**src/hdl/rfd_pkg.sv**
```systemverilog
// ----------------------------------------------------------------------------
// rfd_pkg: shared types and constants for the run-length frame token decoder
// Token opcodes, decoder phase and token kind encodings, and register reset.
// ----------------------------------------------------------------------------
package rfd_pkg;

    // High nibble of an opcode byte. Nibbles below OP_BLACK are inverting runs.
    localparam logic [3:0] OP_INVERT_LAST = 4'hB;
    localparam logic [3:0] OP_BLACK       = 4'hC;
    localparam logic [3:0] OP_WHITE       = 4'hD;
    localparam logic [3:0] OP_GRAY16      = 4'hE;
    localparam logic [3:0] OP_GRAY8       = 4'hF;

    localparam logic [7:0] COLOR_BLACK = 8'h00;
    localparam logic [7:0] COLOR_WHITE = 8'hFF;

    localparam int RUN_W   = 17;
    localparam int COUNT_W = 16;

    // A frame register of zero stands for the full 16-bit range.
    localparam logic [RUN_W-1:0]   FRAME_MAX          = 17'h10000;
    localparam logic [COUNT_W-1:0] FRAME_PIXELS_RESET = 16'(160 * 160);

    typedef enum logic [2:0] {
        PH_OPCODE = 3'b001,
        PH_SECOND = 3'b010,
        PH_THIRD  = 3'b100
    } phase_t;

    typedef enum logic [1:0] {
        KIND_BLACK  = 2'd0,
        KIND_WHITE  = 2'd1,
        KIND_GRAY16 = 2'd2,
        KIND_GRAY8  = 2'd3
    } kind_t;

endpackage

```
**src/hdl/rle_frame_token_decoder_top.sv**
```systemverilog
// ----------------------------------------------------------------------------
// rle_frame_token_decoder_top: run-length frame token decoder
// Assembles one- to three-byte tokens into (color, run) results with frame
// end detection and clipping of runs that pass the end of the frame.
// ----------------------------------------------------------------------------
//
//  Channel   Signals                                        Direction
//  -------   --------------------------------------------   ---------
//  input     in_valid, in_ready, data_byte                  in
//  output    out_valid, out_ready, pixel_color, run_length,  out
//            frame_end, overrun
//  config    cfg_wr_en, cfg_wr_data (frame_pixels)          in
//
//  One byte is taken per cycle while in_ready is high. The byte that
//  completes a token loads the result register, so its result appears
//  in the cycle after its transfer. The result register is the only
//  buffer: when it holds a result that is not taken, in_ready drops
//  until out_ready returns. Reset clears the decoder to expect an opcode,
//  black color, count zero, and sets frame_pixels to 25600.
//
module rle_frame_token_decoder_top
(
    input  logic                        clk,
    input  logic                        rst_n,
    input  logic                        in_valid,
    output logic                        in_ready,
    input  logic [7:0]                  data_byte,
    output logic                        out_valid,
    input  logic                        out_ready,
    output logic [7:0]                  pixel_color,
    output logic [rfd_pkg::RUN_W-1:0]   run_length,
    output logic                        frame_end,
    output logic                        overrun,
    input  logic                        cfg_wr_en,
    input  logic [rfd_pkg::COUNT_W-1:0] cfg_wr_data
);
    import rfd_pkg::*;

    phase_t               phase_reg, phase_next;
    kind_t                kind_reg, kind_next;
    logic [RUN_W-1:0]     partial_reg, partial_next;
    logic [7:0]           cur_color_reg, cur_color_next;
    logic [7:0]           pend_color_reg, pend_color_next;
    logic [COUNT_W-1:0]   filled_reg, filled_next;
    logic [COUNT_W-1:0]   frame_pixels_reg;

    logic                 out_valid_reg;
    logic [7:0]           color_out_reg;
    logic [RUN_W-1:0]     run_out_reg;
    logic                 end_out_reg;
    logic                 over_out_reg;

    logic                 in_fire;
    logic                 emit;
    logic [RUN_W-1:0]     emit_run;
    logic [7:0]           emit_color;
    logic [RUN_W-1:0]     frame_size;
    logic [RUN_W-1:0]     filled_ext;
    logic [RUN_W-1:0]     remaining;
    logic                 clip;
    logic [RUN_W-1:0]     len;
    logic                 over;
    logic [3:0]           hi_nib;
    logic [3:0]           lo_nib;
    logic [RUN_W-1:0]     byte_plus_one;

    assign in_ready = !out_valid_reg || out_ready;
    assign in_fire  = in_valid && in_ready;

    assign hi_nib        = data_byte[7:4];
    assign lo_nib        = data_byte[3:0];
    assign byte_plus_one = {9'd0, data_byte} + RUN_W'(1);

    // Token assembly: decide whether this byte finishes a token and with
    // which run and color.
    always_comb
    begin
        phase_next      = phase_reg;
        kind_next       = kind_reg;
        partial_next    = partial_reg;
        pend_color_next = pend_color_reg;
        emit            = 1'b0;
        emit_run        = byte_plus_one;
        emit_color      = pend_color_reg;

        unique case (phase_reg)
            PH_OPCODE:
            begin
                unique case (hi_nib) inside
                    [4'h0:OP_INVERT_LAST]:
                    begin
                        emit       = 1'b1;
                        emit_color = ~cur_color_reg;
                    end
                    OP_BLACK, OP_WHITE:
                    begin
                        kind_next       = (hi_nib == OP_BLACK) ? KIND_BLACK : KIND_WHITE;
                        pend_color_next = (hi_nib == OP_BLACK) ? COLOR_BLACK : COLOR_WHITE;
                        partial_next    = {13'd0, lo_nib} + RUN_W'(1);
                        phase_next      = PH_SECOND;
                    end
                    default:
                    begin
                        kind_next       = (hi_nib == OP_GRAY16) ? KIND_GRAY16 : KIND_GRAY8;
                        pend_color_next = {lo_nib, lo_nib};
                        partial_next    = '0;
                        phase_next      = PH_SECOND;
                    end
                endcase
            end
            PH_SECOND:
            begin
                case (kind_reg)
                    KIND_GRAY16:
                    begin
                        partial_next = byte_plus_one;
                        phase_next   = PH_THIRD;
                    end
                    KIND_GRAY8:
                    begin
                        emit = 1'b1;
                    end
                    default:
                    begin
                        emit     = 1'b1;
                        emit_run = partial_reg + {5'd0, data_byte, 4'd0};
                    end
                endcase
            end
            PH_THIRD:
            begin
                emit     = 1'b1;
                emit_run = partial_reg + {1'b0, data_byte, 8'd0};
            end
            default:
            begin
                phase_next = PH_OPCODE;
            end
        endcase
    end

    // Frame accounting for a finished token.
    assign frame_size = (frame_pixels_reg == '0) ? FRAME_MAX : {1'b0, frame_pixels_reg};
    assign filled_ext = {1'b0, filled_reg};
    assign remaining  = (filled_ext < frame_size) ? (frame_size - filled_ext) : '0;
    assign clip       = (emit_run >= remaining);
    assign len        = clip ? remaining : emit_run;
    assign over       = (emit_run > remaining);

    always_comb
    begin
        cur_color_next = cur_color_reg;
        filled_next    = filled_reg;
        if (emit)
        begin
            if (clip)
            begin
                cur_color_next = COLOR_BLACK;
                filled_next    = '0;
            end
            else
            begin
                cur_color_next = emit_color;
                filled_next    = filled_reg + emit_run[COUNT_W-1:0];
            end
        end
    end

    always_ff @(posedge clk or negedge rst_n)
    begin
        if (!rst_n)
        begin
            phase_reg      <= PH_OPCODE;
            kind_reg       <= KIND_BLACK;
            partial_reg    <= '0;
            cur_color_reg  <= COLOR_BLACK;
            pend_color_reg <= COLOR_BLACK;
            filled_reg     <= '0;
        end
        else if (in_fire)
        begin
            kind_reg       <= kind_next;
            pend_color_reg <= pend_color_next;
            cur_color_reg  <= cur_color_next;
            filled_reg     <= filled_next;
            if (emit)
            begin
                phase_reg   <= PH_OPCODE;
                partial_reg <= '0;
            end
            else
            begin
                phase_reg   <= phase_next;
                partial_reg <= partial_next;
            end
        end
    end

    always_ff @(posedge clk or negedge rst_n)
    begin
        if (!rst_n)
        begin
            frame_pixels_reg <= FRAME_PIXELS_RESET;
        end
        else if (cfg_wr_en)
        begin
            frame_pixels_reg <= cfg_wr_data;
        end
    end

    // Result register: loaded by the byte that finishes a token.
    always_ff @(posedge clk or negedge rst_n)
    begin
        if (!rst_n)
        begin
            out_valid_reg <= 1'b0;
        end
        else if (in_fire && emit)
        begin
            out_valid_reg <= 1'b1;
        end
        else if (out_ready)
        begin
            out_valid_reg <= 1'b0;
        end
    end

    always_ff @(posedge clk)
    begin
        if (in_fire && emit)
        begin
            color_out_reg <= emit_color;
            run_out_reg   <= len;
            end_out_reg   <= clip;
            over_out_reg  <= over;
        end
    end

    assign out_valid   = out_valid_reg;
    assign pixel_color = color_out_reg;
    assign run_length  = run_out_reg;
    assign frame_end   = end_out_reg;
    assign overrun     = over_out_reg;

    // An overrun is always reported together with the end of the frame.
    a_overrun_ends_frame: assert property (@(posedge clk) disable iff (!rst_n)
        out_valid_reg |-> (!over_out_reg || end_out_reg))
        else $error("overrun reported without frame end");

    // A run that does not end the frame is never empty.
    a_run_nonzero: assert property (@(posedge clk) disable iff (!rst_n)
        (out_valid_reg && !end_out_reg) |-> (run_out_reg != '0))
        else $error("empty run without frame end");

    // The third byte of a token only follows a 16-bit gray opcode.
    a_third_is_gray16: assert property (@(posedge clk) disable iff (!rst_n)
        (phase_reg == PH_THIRD) |-> (kind_reg == KIND_GRAY16))
        else $error("third token byte for a short token");

    // Ending a frame restarts the count and the color.
    a_frame_restart: assert property (@(posedge clk) disable iff (!rst_n)
        (in_fire && emit && clip) |=> (filled_reg == '0 && cur_color_reg == COLOR_BLACK
                                       && phase_reg == PH_OPCODE))
        else $error("frame end did not restart the decoder");

endmodule
```
**config.mk**
```make
export PLATFORM = sky130hd
export DESIGN_NAME = rle_frame_token_decoder_top
export DESIGN_NICKNAME = d
export VERILOG_FILES = /design/src/hdl/rfd_pkg.sv /design/src/hdl/rle_frame_token_decoder_top.sv
export SDC_FILE = /design/constraint.sdc
export NUM_CORES = 1
export LEC_CHECK = 0
export ABC_AREA = 1
export ABC_CLOCK_PERIOD_IN_PS = 4200
export CORE_MARGIN = 2
export CORE_UTILIZATION = 50
export CTS_BUF_LIST = sky130_fd_sc_hd__clkbuf_4 sky130_fd_sc_hd__clkbuf_8 sky130_fd_sc_hd__clkbuf_16
export DETAILED_ROUTE_END_ITERATION = 10
export DONT_BUFFER_PORTS = 1
export GPL_TIMING_DRIVEN = 0
export PLACE_DENSITY_LB_ADDON = 0.08
export SYNTH_ARGS = -nofsm -noshare
export SYNTH_HDL_FRONTEND = slang
export SYNTH_SLANG_ARGS = --single-unit
```
**constraint.sdc**
```tcl
create_clock -name clk -period 4.2 [get_ports clk]
set_input_delay 0.42 -clock clk [delete_from_list [all_inputs] [get_ports clk]]
set_output_delay 0.42 -clock clk [all_outputs]
set_load 0.005 [all_outputs]
```
==> flow_summary.ini, run 1 <==
[status]
status = finished clean

[yosys]
seq_area_frac_synth_pct = 33.9
yosysWarnings = 0
synth_top_area_cell = dfrtp_1
synth_edf_count = 27
synth_top_family_by_area = simple AND/OR/NAND/NOR gates
ys.flop_type = dfrtp_1
synth-simple-area-share_pct = 31.4
syn_inst = 943
ys_seq_elements = 86
synth_top_area_share_pct = 20.4
synth.mux.area_fraction_pct = 2.83
yosysMostFrequentCell = nand2_1
synth.distinct_cells = 47
synth_compound_area_share_pct = 9.31
synthXorXnorAreaFrac_pct = 2.20
netlist_top_cells_area = dfrtp_1 (20%), nand2_1 (18%), edfxtp_1 (12%)
avgSynthCellArea_um2 = 7.17
synth_nets = 1031
synthAdderAreaFrac_pct = 11.2
synth_area_um2 = 6760
synth_commonest_cells = nand2_1 (329), inv_1 (128), nor2_1 (61)
synth_async_sr_flop_share_pct = 68.6

[drt]
routed_wl_mm = 17.0
drt_pass1_iterations = 5
top_layer = met4
drc = 0
wl_per_cell_um = 14.9
drtIter0Drc = 375
wl_met3_um = 820
num_vias = 5877
avgViaCountPerCell = 5.17
met1_length_mm = 8.42
met2_length_mm = 7.38
ant_nets = 0

[power]
peakVddDrop_v = 0.000309
powerDensity_nw_per_um2 = 601
leakagePower_nw = 3.81

[place]
dp_cells = 1119
hpwl_mm = 13.5
io_buffers = 0
post_dp_cell_area_um2 = 6980
finalWeightedCongestion = 0.901

[sta]
relSlewSlack_pct = 49.1
tightest_slew_ns = 0.759
finalCritPeriodShare_pct = 90.0
hold_viol = 0
grt_setup_unrepaired = false
fmax_mhz = 265
skew_ns = 0.0104
setup_viol = 0
period_needed_ns = 3.78
slew_viol_final = 0
setup-tns-final_ns = 0

[die]
die_x_um = 120
num_io_pins = 58
initial_core_util_pct = 51.1
die_h_um = 120
core_area_um2 = 13200
die-area_um2 = 14500
rows = 42

[layout]
drive_gt1_share_pct = 8.32
stdcell_area_um2 = 7340
diodes = 0
syn_to_final_growth_pct = 8.55
nets = 1044
largest_register_ffs = 17
final_cells = 1137
finish.utilization_pct = 55.4

[critical_path]
cp_max_fo = 10
cp.arrival_ns = 3.87
cp-start-kind = register
startpoint = frame_pixels_reg[5]
worst_ep_required_time_ns = 4.29
worst_setup_path_end_kind = register
path_class = register to register
regToRegStartpoint = frame_pixels_reg[5]

[clock_network]
clock_latency_ns = 0.36
h-tree-depth = 3
clock-sinks = 86
clkTransAtPathRegs_ns = 0.07
cts_setup_buffers = 0
root_buffer = clkbuf_16
cts_max_path_buffers = 2
tritoncts = done
cts_buffers = 9

[worst_hold_path]
min_from = cfg_wr_data[2]
hp-class = primary input to register

[run]
drv_cap = 0

[global_routing]
grt_pass1_wl_mm = 27.8
grt_pass1_vias = 5374
antenna_found_initial = 0
grt_max_degree = 60
grt_overflow = 0
grt_usage_pct = 25.0
[layer usage]
layer | vias up | GRT usage, %
met2 | 142 | 37.4
met5 | - | 0
li1 | 3071 | -
met3 | 19 | 2.83
met4 | 0 | 9.08
met1 | 2645 | 37.4
[metrics by stage]
stage                     worst slack (ns)  total power, mW  hold WS [ns]
after floorplan                      0.968             3.02         0.124
after global placement               0.307             3.53         0.126
after detailed placement             0.290             3.55         0.126
after CTS                            0.303             4.44         0.181
after global routing                0.0153             4.85         0.199
final                                0.421             4.41         0.193
[cells in the final DEF, fill, tap and decap left out, types with 5 or more instances in the layout]
cell       instances
clkbuf_1          20
o21ai_2           12
nand4_1            6
inv_1            128
nand3b_1          20
nand3_1           54
nand2_1          329
or2_2              8
nor2_1            61
o21ai_0           44
edfxtp_1          27
ha_1              56
xnor2_1            5
a21oi_1           33
xor2_1            12
dfrtp_1           55
mux2_2            17
clkbuf_16          9
[power by group]
| group | internal, mW | leakage [nW] | switching, mW |
|---|---|---|---|
| Clock | 0.487 | 0.156 | 0.370 |
| Combinational | 0.804 | 2.66 | 1.45 |
| Sequential | 1.14 | 0.996 | 0.153 |
[critical path, cell delays in order (launching register included)]
cell	delay, ns
dfrtp_1	0.40
clkbuf_1	0.10
ha_1	0.37
nand2_1	0.13
nor2_2	0.13
nand3_1	0.08
nand3_1	0.12
nand2_1	0.08
nand2_1	0.22
nand2_2	0.15
nor2_1	0.20
inv_1	0.07
ha_1	0.30
nand2_1	0.06
nor2_1	0.15
nand2_1	0.07
inv_1	0.08
nand4_1	0.16
nand3_2	0.20
inv_2	0.08
buf_2	0.18
nand2_1	0.06
o21ai_0	0.12
[logic make-up after synthesis]
logic type                 after synthesis
xor gates and xnor gates                17
muxes                                   17
and+or+nand+nor                        496
DFF                                     86
buffers and inverters                  159
adders and majority gates               59
AOI/OAI and AO/OA                      109
[worst paths after layout]
kind / endpoint / slack, ns / depth (start not counted)
worst max-delay path: run_length[3] / 0.42 / 22
worst min-delay path: frame_pixels_reg[2] / 0.19 / 2
worst max register to register: run_length[3] / 0.42 / 22
worst min register to register: cur_color_reg[1] / 0.48 / 2
max in group asynchronous: frame_pixels_reg[14] / 3.29 / 2
min in group asynchronous: partial_reg[7] / 0.59 / 2
[area by class of cell]
cell class	instances	area, um2
sequential	86	2290
buffer	26	114
fill	1371	5900
timing repair buffer	2	37.5
clock inverter	6	72.6
clock buffer	10	239
multi-input combinational	698	3860
inverter	133	503
tap	176	220
[timing repair]
action                     in CTS  in global routing
setup endpoints to repair       0                 16
gates resized for setup         0                  2
hold buffers                    2                  0
hold endpoints to repair       59                  0
(Power assumes the default switching activity.)
==> inputs of run 2 (changes only) <==
Settings changed: ABC_CLOCK_PERIOD_IN_PS 4200 to 4500, MAX_ROUTING_LAYER set to met4.
Clock period 4.2 ns to 4.5 ns, I/O delays scaled along.
==> flow_summary.ini, run 2 (synthesis gave the netlist of run 1 again) <==
[place]
hpwl_mm = 13.5
dp_cells = 1119
io_buffers = 0
finalWeightedCongestion = 0.916

[drt]
ant_nets = 0
drt_pass1_iterations = 5
drc = 0
wl_per_cell_um = 14.9
num_vias = 5868
routed_wl_mm = 17.0
drtIter0Drc = 444
avgViaCountPerCell = 5.16

[sta]
hold_viol = 0
finalCritPeriodShare_pct = 87.7
fin_hold_ws_ns = 0.220
relSlewSlack_pct = 49.9
tightest_slew_ns = 0.747
fmax_mhz = 253
slew_viol_final = 0
setup-tns-final_ns = 0
grt_setup_unrepaired = false
setup_viol = 0
skew_ns = 0.0104
period_needed_ns = 3.95

[clock_network]
cts_resized = 0
cts_max_path_buffers = 2
h-tree-depth = 3
ctsHoldBuffers = 2
clkTransAtPathRegs_ns = 0.07
cts_buffers = 9
clock-sinks = 86
root_buffer = clkbuf_16
cts_setup_buffers = 0
clock_latency_ns = 0.36
tritoncts = done

[critical_path]
r2r_slack_ns = 0.55
cp_max_fo = 10
worstReg2RegEnd = run_length[8]
regToRegStartpoint = partial_reg[4]
cp-start-kind = register
path_class = register to register
r2r_cells = 19
worst_setup_path_end_kind = register
cp.arrival_ns = 4.04
worst_ep_required_time_ns = 4.59

[global_routing]
grt_usage_pct = 25.7
grt_max_degree = 60
grt_pass1_vias = 5370
grt_pass1_wl_mm = 27.8
grt_overflow = 0
antenna_found_initial = 0

[die]
rows = 42
die_h_um = 120
core_area_um2 = 13200
initial_core_util_pct = 51.1
die_x_um = 120
num_io_pins = 58
die-area_um2 = 14500

[layout]
syn_to_final_growth_pct = 8.42
diodes = 0
fillers = 1371
drive_gt1_share_pct = 8.12
largest_register_ffs = 17
final_cells = 1137
mostFrequentLayoutCell = nand2_1
final_cell_mix = nand2_1 (329), inv_1 (128), nor2_1 (61), ha_1 (56)
nets = 1044
multi_input_area_um2 = 3850
seqCellArea_um2 = 2290
finish.utilization_pct = 55.4

[power]
powerDensity_nw_per_um2 = 561
leakagePower_nw = 3.80
peakVddDrop_v = 0.000288

[worst_hold_path]
hp-class = primary input to register
min_from = cfg_wr_data[2]
hold_end = frame_pixels_reg[2]
hold_depth = 2

[status]
status = finished clean

[run]
drv_cap = 0
run 2: cell count changes in the layout (fill, tap and decap cells not counted):
cell,change
a21oi_1,+1
a21oi_2,-1
nand3_1,+1
nand3_2,-1
run 2: through the flow:
| step | power [mW] | worst slack, ns | area [um2] |
|---|---|---|---|
| after floorplan | 2.82 | 1.27 | 6760 |
| after global placement | 3.29 | 0.577 | 6980 |
| after detailed placement | 3.32 | 0.560 | 6980 |
| after CTS | 4.14 | 0.603 | 7330 |
| after global routing | 4.52 | 0.167 | 7330 |
| final | 4.12 | 0.552 | 7330 |
run 2: worst max-delay path, cell delays in order, from the launching register on:
cell and delay [ns]:
dfrtp_1 0.38, ha_1 0.23, fa_1 0.42, nand3_1 0.09
nand2_1 0.07, nand2_1 0.09, nand2_1 0.11, nand2_1 0.08
nand2_1 0.04, o21ai_0 0.56, ha_1 0.36, nand2_1 0.07
nand2_1 0.04, nand3_1 0.05, nand2_1 0.05, a21oi_1 0.26
nand3_1 0.28, inv_2 0.16, buf_2 0.21, o21ai_1 0.13
run 2: worst max-delay path by stage:
stage                          from  slack, ns             to
2_1_floorplan  frame_pixels_reg[14]       1.27  run_length[6]
3_3_place_gp           data_byte[0]       0.58  run_length[6]
3_5_place_dp           data_byte[0]       0.56  run_length[8]
4_1_cts         frame_pixels_reg[5]       0.60  run_length[8]
5_1_grt         frame_pixels_reg[5]       0.17  run_length[7]
6_report             partial_reg[4]       0.55  run_length[8]
run 2: area by class of cell:
| class | count | area share (%) |
|---|---|---|
| clock inverters | 6 | 0.990 |
| flip-flops and latches | 86 | 31.3 |
| plain buffers | 26 | 1.55 |
| clock buffers | 10 | 3.26 |
| multi-input cells | 698 | 52.6 |
| inverters | 133 | 6.86 |
| repair buffers | 2 | 0.512 |
| well taps | 176 | 3.00 |
run 2: where the power goes:
group / leakage [nW] / switching, mW / internal, mW
combinational: 2.65 / 1.36 / 0.750
clock: 0.156 / 0.344 / 0.454
sequential: 0.996 / 0.144 / 1.07
run 2: per-layer routing:
metal	global-route usage [%]	vias to the layer above	wire length, um
met5	-	-	0
met1	37.4	2642	8520
li1	-	3075	-
met2	37.4	132	7330
met3	2.83	19	780
met4	9.08	0	334
